==> config.mk <==
export PLATFORM = sky130hd
export DESIGN_NAME = http_chunked_body_decoder_unit_flat
export DESIGN_NICKNAME = d
export VERILOG_FILES = /design/src/hdl/hcbd_pkg.sv /design/src/hdl/hcbd_if.sv /design/src/hdl/http_chunked_body_decoder_unit.sv /design/src/flat_wrapper.sv
export VERILOG_INCLUDE_DIRS = /design/src /design/src/hdl
export SDC_FILE = /design/constraint.sdc
export NUM_CORES = 1
export LEC_CHECK = 0
export BUFFER_PORTS_ARGS = -buffer_cell sky130_fd_sc_hd__buf_4
export CAP_MARGIN = 20
export CORE_MARGIN = 2
export CORE_UTILIZATION = 48
export DETAILED_ROUTE_END_ITERATION = 10
export HOLD_SLACK_MARGIN = 0.12
export PLACE_DENSITY = 0.65
export SLEW_MARGIN = 20
export SYNTH_ARGS = -nofsm -noshare
export SYNTH_HDL_FRONTEND = slang
export SYNTH_SLANG_ARGS = --single-unit
==> constraint.sdc <==
create_clock -name clk -period 3.1 [get_ports clk]
set_input_delay 0.155 -clock clk [delete_from_list [all_inputs] [get_ports clk]]
set_output_delay 0.155 -clock clk [all_outputs]
set_load 0.02 [all_outputs]
==> src/hdl/assert_macros.svh <==
// assertion helpers included by the decoder unit
`ifndef ASSERT_MACROS_SVH
`define ASSERT_MACROS_SVH

// property checked at every rising edge, masked while reset is low
`define ASSERT_ALWAYS(lbl, clk, rst_n, prop, msg) \
  lbl: assert property (@(posedge clk) disable iff (!rst_n) (prop)) \
    else $error(msg);

// implication checked at every rising edge, masked while reset is low
`define ASSERT_IMPLIES(lbl, clk, rst_n, ante, cons, msg) \
  lbl: assert property (@(posedge clk) disable iff (!rst_n) (ante) |-> (cons)) \
    else $error(msg);

`endif

==> src/hdl/hcbd_pkg.sv <==
package hcbd_pkg;

  localparam int SIZE_BITS_DEF = 31;
  localparam int HEX_BITS      = 4;
  localparam int TRAIL_BITS    = 2;

  localparam logic [7:0] CH_NEWLINE = 8'h0A;
  localparam logic [7:0] CH_SPACE   = 8'h20;
  localparam logic [7:0] CH_TAB     = 8'h09;

  localparam logic [TRAIL_BITS-1:0] TRAILER_BYTES = 2'd2;

  typedef logic [7:0] byte_t;

  typedef enum logic [2:0] {
    PH_WS      = 3'd0,
    PH_DIGITS  = 3'd1,
    PH_REST    = 3'd2,
    PH_PAYLOAD = 3'd3,
    PH_TRAILER = 3'd4,
    PH_DONE    = 3'd5
  } phase_t;

  typedef struct packed {
    logic                is_hex;
    logic [HEX_BITS-1:0] value;
  } hex_t;

  // hex digit decode, either case
  function automatic hex_t hex_decode(byte_t c);
    hex_t h;
    h.is_hex = 1'b0;
    h.value  = '0;
    if (c >= 8'h30 && c <= 8'h39) begin
      h.is_hex = 1'b1;
      h.value  = HEX_BITS'(c - 8'h30);
    end else if (c >= 8'h41 && c <= 8'h46) begin
      h.is_hex = 1'b1;
      h.value  = HEX_BITS'(c - 8'h37);
    end else if (c >= 8'h61 && c <= 8'h66) begin
      h.is_hex = 1'b1;
      h.value  = HEX_BITS'(c - 8'h57);
    end
    return h;
  endfunction

endpackage

==> src/hdl/hcbd_if.sv <==
interface hcbd_in_if;
  import hcbd_pkg::*;

  logic  valid;
  logic  ready;
  byte_t in_byte;
  logic  new_stream;

  modport source (output valid, output in_byte, output new_stream, input ready);
  modport sink   (input valid, input in_byte, input new_stream, output ready);
endinterface

interface hcbd_out_if;
  import hcbd_pkg::*;

  logic  valid;
  logic  ready;
  byte_t out_byte;
  logic  is_end;

  modport source (output valid, output out_byte, output is_end, input ready);
  modport sink   (input valid, input out_byte, input is_end, output ready);
endinterface

==> src/hdl/http_chunked_body_decoder_unit.sv <==
// channel  | direction | payload                  | request taken when
// in_chan  | in        | in_byte[7:0], new_stream | in_chan.valid && in_chan.ready
// out_chan | out       | out_byte[7:0], is_end    | out_chan.valid && out_chan.ready
//
// one byte per cycle sustained while out_chan is not stalled; a taken request is held
// in the input register, is decoded on its way into the result register and shows on
// out_chan from the result register
// the header/payload state loop is a single register stage, so it sets the rate
// reset (rst_n low, synchronous) puts the parser in the header whitespace phase
// a stall on out_chan holds the decode stage; in_chan keeps taking a request
// as long as the input register drains in the same cycle
module http_chunked_body_decoder_unit #(
  parameter int SIZE_BITS = hcbd_pkg::SIZE_BITS_DEF
) (
  input  logic        clk,
  input  logic        rst_n,
  hcbd_in_if.sink     in_chan,
  hcbd_out_if.source  out_chan
);
  import hcbd_pkg::*;

  localparam int ACC_BITS = SIZE_BITS + HEX_BITS;

  // input register
  logic  in_vld_r;
  byte_t in_byte_r;
  logic  in_new_r;

  // parser state
  phase_t                phase_r, phase_nxt;
  logic [SIZE_BITS-1:0]  cnt_r, cnt_nxt;
  logic [TRAIL_BITS-1:0] trail_r, trail_nxt;

  // result register
  logic  out_vld_r;
  byte_t out_byte_r;
  logic  out_end_r;

  // decode stage moves whenever the result slot is free or being emptied
  logic stage_adv;
  logic in_take;

  // state seen by the current byte, after a possible stream restart
  phase_t                phase_cur;
  logic [SIZE_BITS-1:0]  cnt_cur;
  logic [TRAIL_BITS-1:0] trail_cur;

  hex_t                  hex;
  logic [ACC_BITS-1:0]   acc_wide;
  logic [SIZE_BITS-1:0]  acc_sat;
  logic                  is_ws;

  // result of the decode stage
  logic  res_vld;
  byte_t res_byte;
  logic  res_end;

  assign stage_adv     = !out_vld_r || out_chan.ready;
  assign in_chan.ready = !in_vld_r || stage_adv;
  assign in_take       = in_chan.valid && in_chan.ready;

  assign phase_cur = in_new_r ? PH_WS : phase_r;
  assign cnt_cur   = in_new_r ? '0 : cnt_r;
  assign trail_cur = in_new_r ? '0 : trail_r;

  assign hex   = hex_decode(in_byte_r);
  assign is_ws = (in_byte_r == CH_SPACE) || (in_byte_r == CH_TAB);

  // size * 16 + digit, saturating at all ones
  assign acc_wide = {{HEX_BITS{1'b0}}, cnt_cur} << HEX_BITS | ACC_BITS'(hex.value);
  assign acc_sat  = (acc_wide[ACC_BITS-1 -: HEX_BITS] != '0) ? '1
                                                              : acc_wide[SIZE_BITS-1:0];

  // next state
  always_comb begin
    phase_nxt = phase_cur;
    cnt_nxt   = cnt_cur;
    trail_nxt = trail_cur;
    unique case (phase_cur)
      PH_WS: begin
        if (in_byte_r == CH_NEWLINE) begin
          phase_nxt = (cnt_cur == '0) ? PH_DONE : PH_PAYLOAD;
        end else if (!is_ws) begin
          if (hex.is_hex) begin
            cnt_nxt   = acc_sat;
            phase_nxt = PH_DIGITS;
          end else begin
            phase_nxt = PH_REST;
          end
        end
      end
      PH_DIGITS: begin
        if (in_byte_r == CH_NEWLINE) begin
          phase_nxt = (cnt_cur == '0) ? PH_DONE : PH_PAYLOAD;
        end else if (hex.is_hex) begin
          cnt_nxt = acc_sat;
        end else begin
          phase_nxt = PH_REST;
        end
      end
      PH_REST: begin
        if (in_byte_r == CH_NEWLINE) begin
          phase_nxt = (cnt_cur == '0) ? PH_DONE : PH_PAYLOAD;
        end
      end
      PH_PAYLOAD: begin
        // last payload byte when the count is at most one
        if (cnt_cur != '0) begin
          cnt_nxt = cnt_cur - SIZE_BITS'(1);
        end
        if (cnt_cur <= SIZE_BITS'(1)) begin
          phase_nxt = PH_TRAILER;
          trail_nxt = TRAILER_BYTES;
        end
      end
      PH_TRAILER: begin
        if (trail_cur != '0) begin
          trail_nxt = trail_cur - TRAIL_BITS'(1);
        end
        if (trail_cur <= TRAIL_BITS'(1)) begin
          phase_nxt = PH_WS;
          cnt_nxt   = '0;
        end
      end
      default: begin
        // done, and unused codes: ignore everything
      end
    endcase
  end

  // outputs of the decode stage
  always_comb begin
    res_vld  = 1'b0;
    res_byte = '0;
    res_end  = 1'b0;
    unique case (phase_cur) inside
      PH_WS, PH_DIGITS, PH_REST: begin
        // zero-size header line ends the stream
        if (in_byte_r == CH_NEWLINE && cnt_cur == '0) begin
          res_vld = 1'b1;
          res_end = 1'b1;
        end
      end
      PH_PAYLOAD: begin
        res_vld  = 1'b1;
        res_byte = in_byte_r;
      end
      default: begin
      end
    endcase
  end

  // input register: control
  always_ff @(posedge clk) begin
    if (!rst_n) begin
      in_vld_r <= 1'b0;
    end else if (in_chan.ready) begin
      in_vld_r <= in_chan.valid;
    end
  end

  // input register: payload
  always_ff @(posedge clk) begin
    if (in_take) begin
      in_byte_r <= in_chan.in_byte;
      in_new_r  <= in_chan.new_stream;
    end
  end

  // parser state advances once per decoded byte
  always_ff @(posedge clk) begin
    if (!rst_n) begin
      phase_r <= PH_WS;
      cnt_r   <= '0;
      trail_r <= '0;
    end else if (in_vld_r && stage_adv) begin
      phase_r <= phase_nxt;
      cnt_r   <= cnt_nxt;
      trail_r <= trail_nxt;
    end
  end

  // result register: control
  always_ff @(posedge clk) begin
    if (!rst_n) begin
      out_vld_r <= 1'b0;
    end else if (stage_adv) begin
      out_vld_r <= in_vld_r && res_vld;
    end
  end

  // result register: payload
  always_ff @(posedge clk) begin
    if (stage_adv && in_vld_r && res_vld) begin
      out_byte_r <= res_byte;
      out_end_r  <= res_end;
    end
  end

  assign out_chan.valid    = out_vld_r;
  assign out_chan.out_byte = out_byte_r;
  assign out_chan.is_end   = out_end_r;

  `include "assert_macros.svh"

  `ASSERT_IMPLIES(a_end_zero, clk, rst_n, out_vld_r && out_end_r,
                  out_byte_r == '0, "end result carries a nonzero byte")
  `ASSERT_IMPLIES(a_payload_cnt, clk, rst_n, phase_r == PH_PAYLOAD,
                  cnt_r != '0, "payload phase with zero count")
  `ASSERT_IMPLIES(a_trailer_left, clk, rst_n, phase_r == PH_TRAILER,
                  trail_r != '0, "trailer phase with nothing left")
  `ASSERT_ALWAYS(a_no_result_done, clk, rst_n,
                 !(in_vld_r && !in_new_r && phase_r == PH_DONE && res_vld),
                 "result produced after end of stream")

endmodule

==> src/flat_wrapper.sv <==
// flat-port wrapper written by rule: the top's interface ports become plain ports
module http_chunked_body_decoder_unit_flat import hcbd_pkg::*;
#(
  parameter int SIZE_BITS = hcbd_pkg::SIZE_BITS_DEF
)
  (clk, rst_n, in_chan_valid, in_chan_in_byte, in_chan_new_stream, in_chan_ready, out_chan_valid, out_chan_out_byte, out_chan_is_end, out_chan_ready);
  hcbd_in_if in_chan_i ();
  hcbd_out_if out_chan_i ();
  input  logic clk;
  input  logic rst_n;
  input wire logic [$bits(in_chan_i.valid)-1:0] in_chan_valid;
  input wire logic [$bits(in_chan_i.in_byte)-1:0] in_chan_in_byte;
  input wire logic [$bits(in_chan_i.new_stream)-1:0] in_chan_new_stream;
  output wire logic [$bits(in_chan_i.ready)-1:0] in_chan_ready;
  output wire logic [$bits(out_chan_i.valid)-1:0] out_chan_valid;
  output wire logic [$bits(out_chan_i.out_byte)-1:0] out_chan_out_byte;
  output wire logic [$bits(out_chan_i.is_end)-1:0] out_chan_is_end;
  input wire logic [$bits(out_chan_i.ready)-1:0] out_chan_ready;
  assign in_chan_i.valid = in_chan_valid;
  assign in_chan_i.in_byte = in_chan_in_byte;
  assign in_chan_i.new_stream = in_chan_new_stream;
  assign in_chan_ready = in_chan_i.ready;
  assign out_chan_valid = out_chan_i.valid;
  assign out_chan_out_byte = out_chan_i.out_byte;
  assign out_chan_is_end = out_chan_i.is_end;
  assign out_chan_i.ready = out_chan_ready;
  http_chunked_body_decoder_unit #(.SIZE_BITS(SIZE_BITS)) u_core (.clk(clk), .rst_n(rst_n), .in_chan(in_chan_i), .out_chan(out_chan_i));
endmodule
==> metrics.md <==
| Metric | Value |
|---|---|
| Outcome | `finished clean` |
| Worst vdd ir | `0.209 mV` |
| Num ports | `24` |
| R2R depth | `8` |
| CTS sink cnt | `56` |
| Dominant synthesized flop cell | `dfxtp_1` |
| Cell variety after synth | `78` |
| RSZ-0062 raised after global routing | `false` |
| Hpwl dp | `9520 um` |
| Most common cell after layout, fill and taps aside | `nor2_1` |
| Worst setup path class | `flop to flop` |
| WP data required | `3.10 ns` |
| Die span in x | `96.7 um` |
| Register area share after synthesis | `0.315` |
| Post-route cell area | `4700 sq um` |
| Root buffer cell | `clkbuf_8` |
| Core Area | `8260 sq um` |
| Routed len/inst | `20.8 um` |
| Most frequent cells in the layout | `nor2_1 (62), buf_4 (49), dfxtp_1 (38)` |
| PortBufs | `23` |
| Worst hold path depth | `3` |
| Asr flop ratio synth | `0` |
| Final ANT Viol Nets | `0` |
| Hold Path Sink | `u_core.out_chan.valid` |
| Area growth syn-to-layout | `13.8%` |
| Crit path DAT | `2.84 ns` |
| Synthesized cell area | `4130 sq um` |
| Initial antenna violation count | `0` |
| Share of cells above drive strength 1 | `0.152` |
| Max FO, Critical Path | `9` |
| Final hold vios | `0` |
| Fill cells | `762` |
| Drt drc | `0` |
| Die area | `9360 sq um` |
| Reg-to-reg critical path startpoint | `u_core.cnt_r[18]` |
| Hold_ws | `0.158 ns` |
| Via Count | `4371` |
| CTS HTree Levels | `2` |
| Worst Hold Class | `input pin to flop` |
| Post-DP Area | `4470 sq um` |
| Vias in the first global route | `3907` |
| Starting DRC count in detailed routing | `693` |
| FF-to-FF setup slack | `0.27 ns` |
| Pre-antenna DRT Iters | `6` |
| RR Endpoint | `u_core.out_chan.out_byte[3]` |
| Worst setup SP type | `flop` |
| Global-route wire length before repair | `21300 um` |
| Hold Startpoint | `out_chan_ready` |
| Leak | `1.77 nW` |
| EDFF count, synth | `18` |
| Resized cells post-CTS | `0` |
| Mapped Avg Cell Area | `8.08 sq um` |
| Bufs on Longest Clock Path | `2` |
| Largest net degree at the start of global routing | `37` |
| Yosys warns | `0` |
| Fin crit period | `2.83 ns` |
| Final Setup Violations | `0` |
| GRT Residual Overflow | `0` |
| Via/cell ratio | `6.72` |
| Slew @ Worst Pin | `0.728 ns` |
| NumNets Final | `564` |
| Post-Route Setup TNS | `0 ns` |
| Rows | `33` |
| Tcrit/Tclk final | `0.914` |
| Syn Nets | `531` |
| GRT Overall Usage | `0.280` |
| Num CTS Buffers | `5` |
| Crit. End Element | `flop` |
| Skew final | `0.00833 ns` |
| Max Cap Viol | `0` |
| Power density cells | `371 nW/um^2` |
| Chip Height | `96.7 um` |
| Initial Utilization | `0.500` |
| Clk slew on worst S/H paths | `0.11 ns` |
| Max-slew violations | `0` |
| Slew HR | `0.507` |
| Final wirelength | `13500 um` |
| Ant. Diodes | `0` |
| Clock latency on the worst-skew pair | `0.32 ns` |
| Cells after synthesis | `511` |
| Final RePlAce weighted congestion | `0.976` |
| Yosys reg bits | `56` |
| FMAX | `0.353 GHz` |
| CTS tree | `done` |
[worst max-delay path by stage]
| stage | cells past startpoint | endpoint | slack (ns) | start |
|---|---|---|---|---|
| 6_report | 8 | u_core.out_chan.out_byte[3] | 0.27 | u_core.cnt_r[18] |
| 5_1_grt | 8 | u_core.out_chan.out_byte[4] | 0.1 | u_core.cnt_r[14] |
| 4_1_cts | 8 | u_core.out_chan.out_byte[7] | 0.14 | u_core.cnt_r[27] |
| 3_5_place_dp | 8 | u_core.out_chan.out_byte[7] | 0.18 | u_core.cnt_r[27] |
| 3_3_place_gp | 8 | u_core.out_chan.out_byte[6] | 0.24 | u_core.cnt_r[27] |
| 2_1_floorplan | 10 | u_core.cnt_r[28] | 0.37 | u_core.in_new_r |
[Yosys cell counts, drive strengths merged, types with 3 or more instances]
cell | n | area [sq um]
a2111oi | 3 | 32.5
a211o | 3 | 26.3
a211oi | 8 | 70.1
a21o | 4 | 30.0
a21oi | 36 | 180
a221o | 3 | 30.0
a221oi | 3 | 26.3
a31oi | 14 | 118
and2 | 9 | 56.3
and3 | 3 | 18.8
buf | 10 | 51.3
clkbuf | 24 | 90.1
dfxtp | 38 | 761
edfxtp | 18 | 541
ha | 7 | 87.6
inv | 11 | 41.3
mux2i | 4 | 40.0
nand2 | 34 | 128
nand2b | 10 | 62.6
nand3 | 12 | 72.6
nand4 | 5 | 37.5
nor2 | 64 | 245
nor2b | 4 | 25.0
nor3 | 22 | 125
nor4 | 14 | 151
o2111ai | 3 | 26.3
o211a | 3 | 30.0
o211ai | 15 | 118
o21a | 6 | 45.0
o21ai | 51 | 255
o221a | 3 | 33.8
o22ai | 7 | 43.8
o31ai | 3 | 22.5
o32ai | 4 | 42.6
or3 | 6 | 37.5
or4 | 5 | 37.5
xnor2 | 5 | 43.8
xor2 | 3 | 26.3
[cells by family after synthesis]
family | Yosys count | share of synthesized area
compound gates | 189 | 0.321
xor+xnor | 8 | 0.0170
fa+ha+maj | 7 | 0.0212
buf+inv | 46 | 0.0452
flops | 56 | 0.315
mux | 4 | 0.00970
simple gates | 201 | 0.271
[critical path: stages (launching register included)]
cell	delay (ns)
dfxtp_1	0.41
nor4_2	0.41
nand4_1	0.33
nor2_2	0.35
o21ai_1	0.15
or3_1	0.36
inv_1	0.09
o21bai_1	0.13
inv_1	0.29
[stage by stage]
stage	util	power [mW]	cells	worst slack [ns]
after floorplan	-	1.14	511	0.370
after global placement	0.541	1.28	627	0.240
after detailed placement	0.541	1.28	627	0.177
after CTS	0.564	1.72	645	0.142
after global routing	0.569	1.81	650	0.0971
final	0.569	1.74	650	0.265
[sequential cells by signal (all words and copies together) (netlist names)]
register,count
u_core.in_vld_r,1
u_core.in_new_r,1
u_core.in_byte_r,8
u_core.out_chan.valid,1
u_core.out_chan.out_byte,8
u_core.out_chan.is_end,1
u_core.phase_r,3
u_core.cnt_r,31
u_core.trail_r,2
[routing by layer]
metal	up-vias	part of all wire	track usage
met5	-	0	0
met4	0	0.021	0.0921
met3	29	0.11	0.0621
met2	262	0.42	0.402
met1	2055	0.44	0.414
li1	2025	-	-
[where the power goes]
part | total, mW | internal (mW) | switching, mW
clock | 0.431 | 0.163 | 0.268
sequential | 0.822 | 0.778 | 0.0438
combinational | 0.491 | 0.183 | 0.307
total | 1.74 | 1.12 | 0.619
[area by class of cell]
| class | count | area [sq um] | area share |
|---|---|---|---|
| timing repair buffer | 60 | 488 | 0.104 |
| clock inverter | 3 | 22.5 | 0.00479 |
| tap | 105 | 131 | 0.0280 |
| multi-input combinational | 409 | 2640 | 0.562 |
| inverter | 12 | 45.0 | 0.00959 |
| clock buffer | 5 | 68.8 | 0.0146 |
| sequential | 56 | 1300 | 0.277 |
[what timing repair did]
action                     4_1_cts  5_1_grt
hold buffers                    10        0
setup endpoints to repair        0        9
hold endpoints to repair        10        0
setup buffers                    0        5
Power figures use the tool's default switching activity.
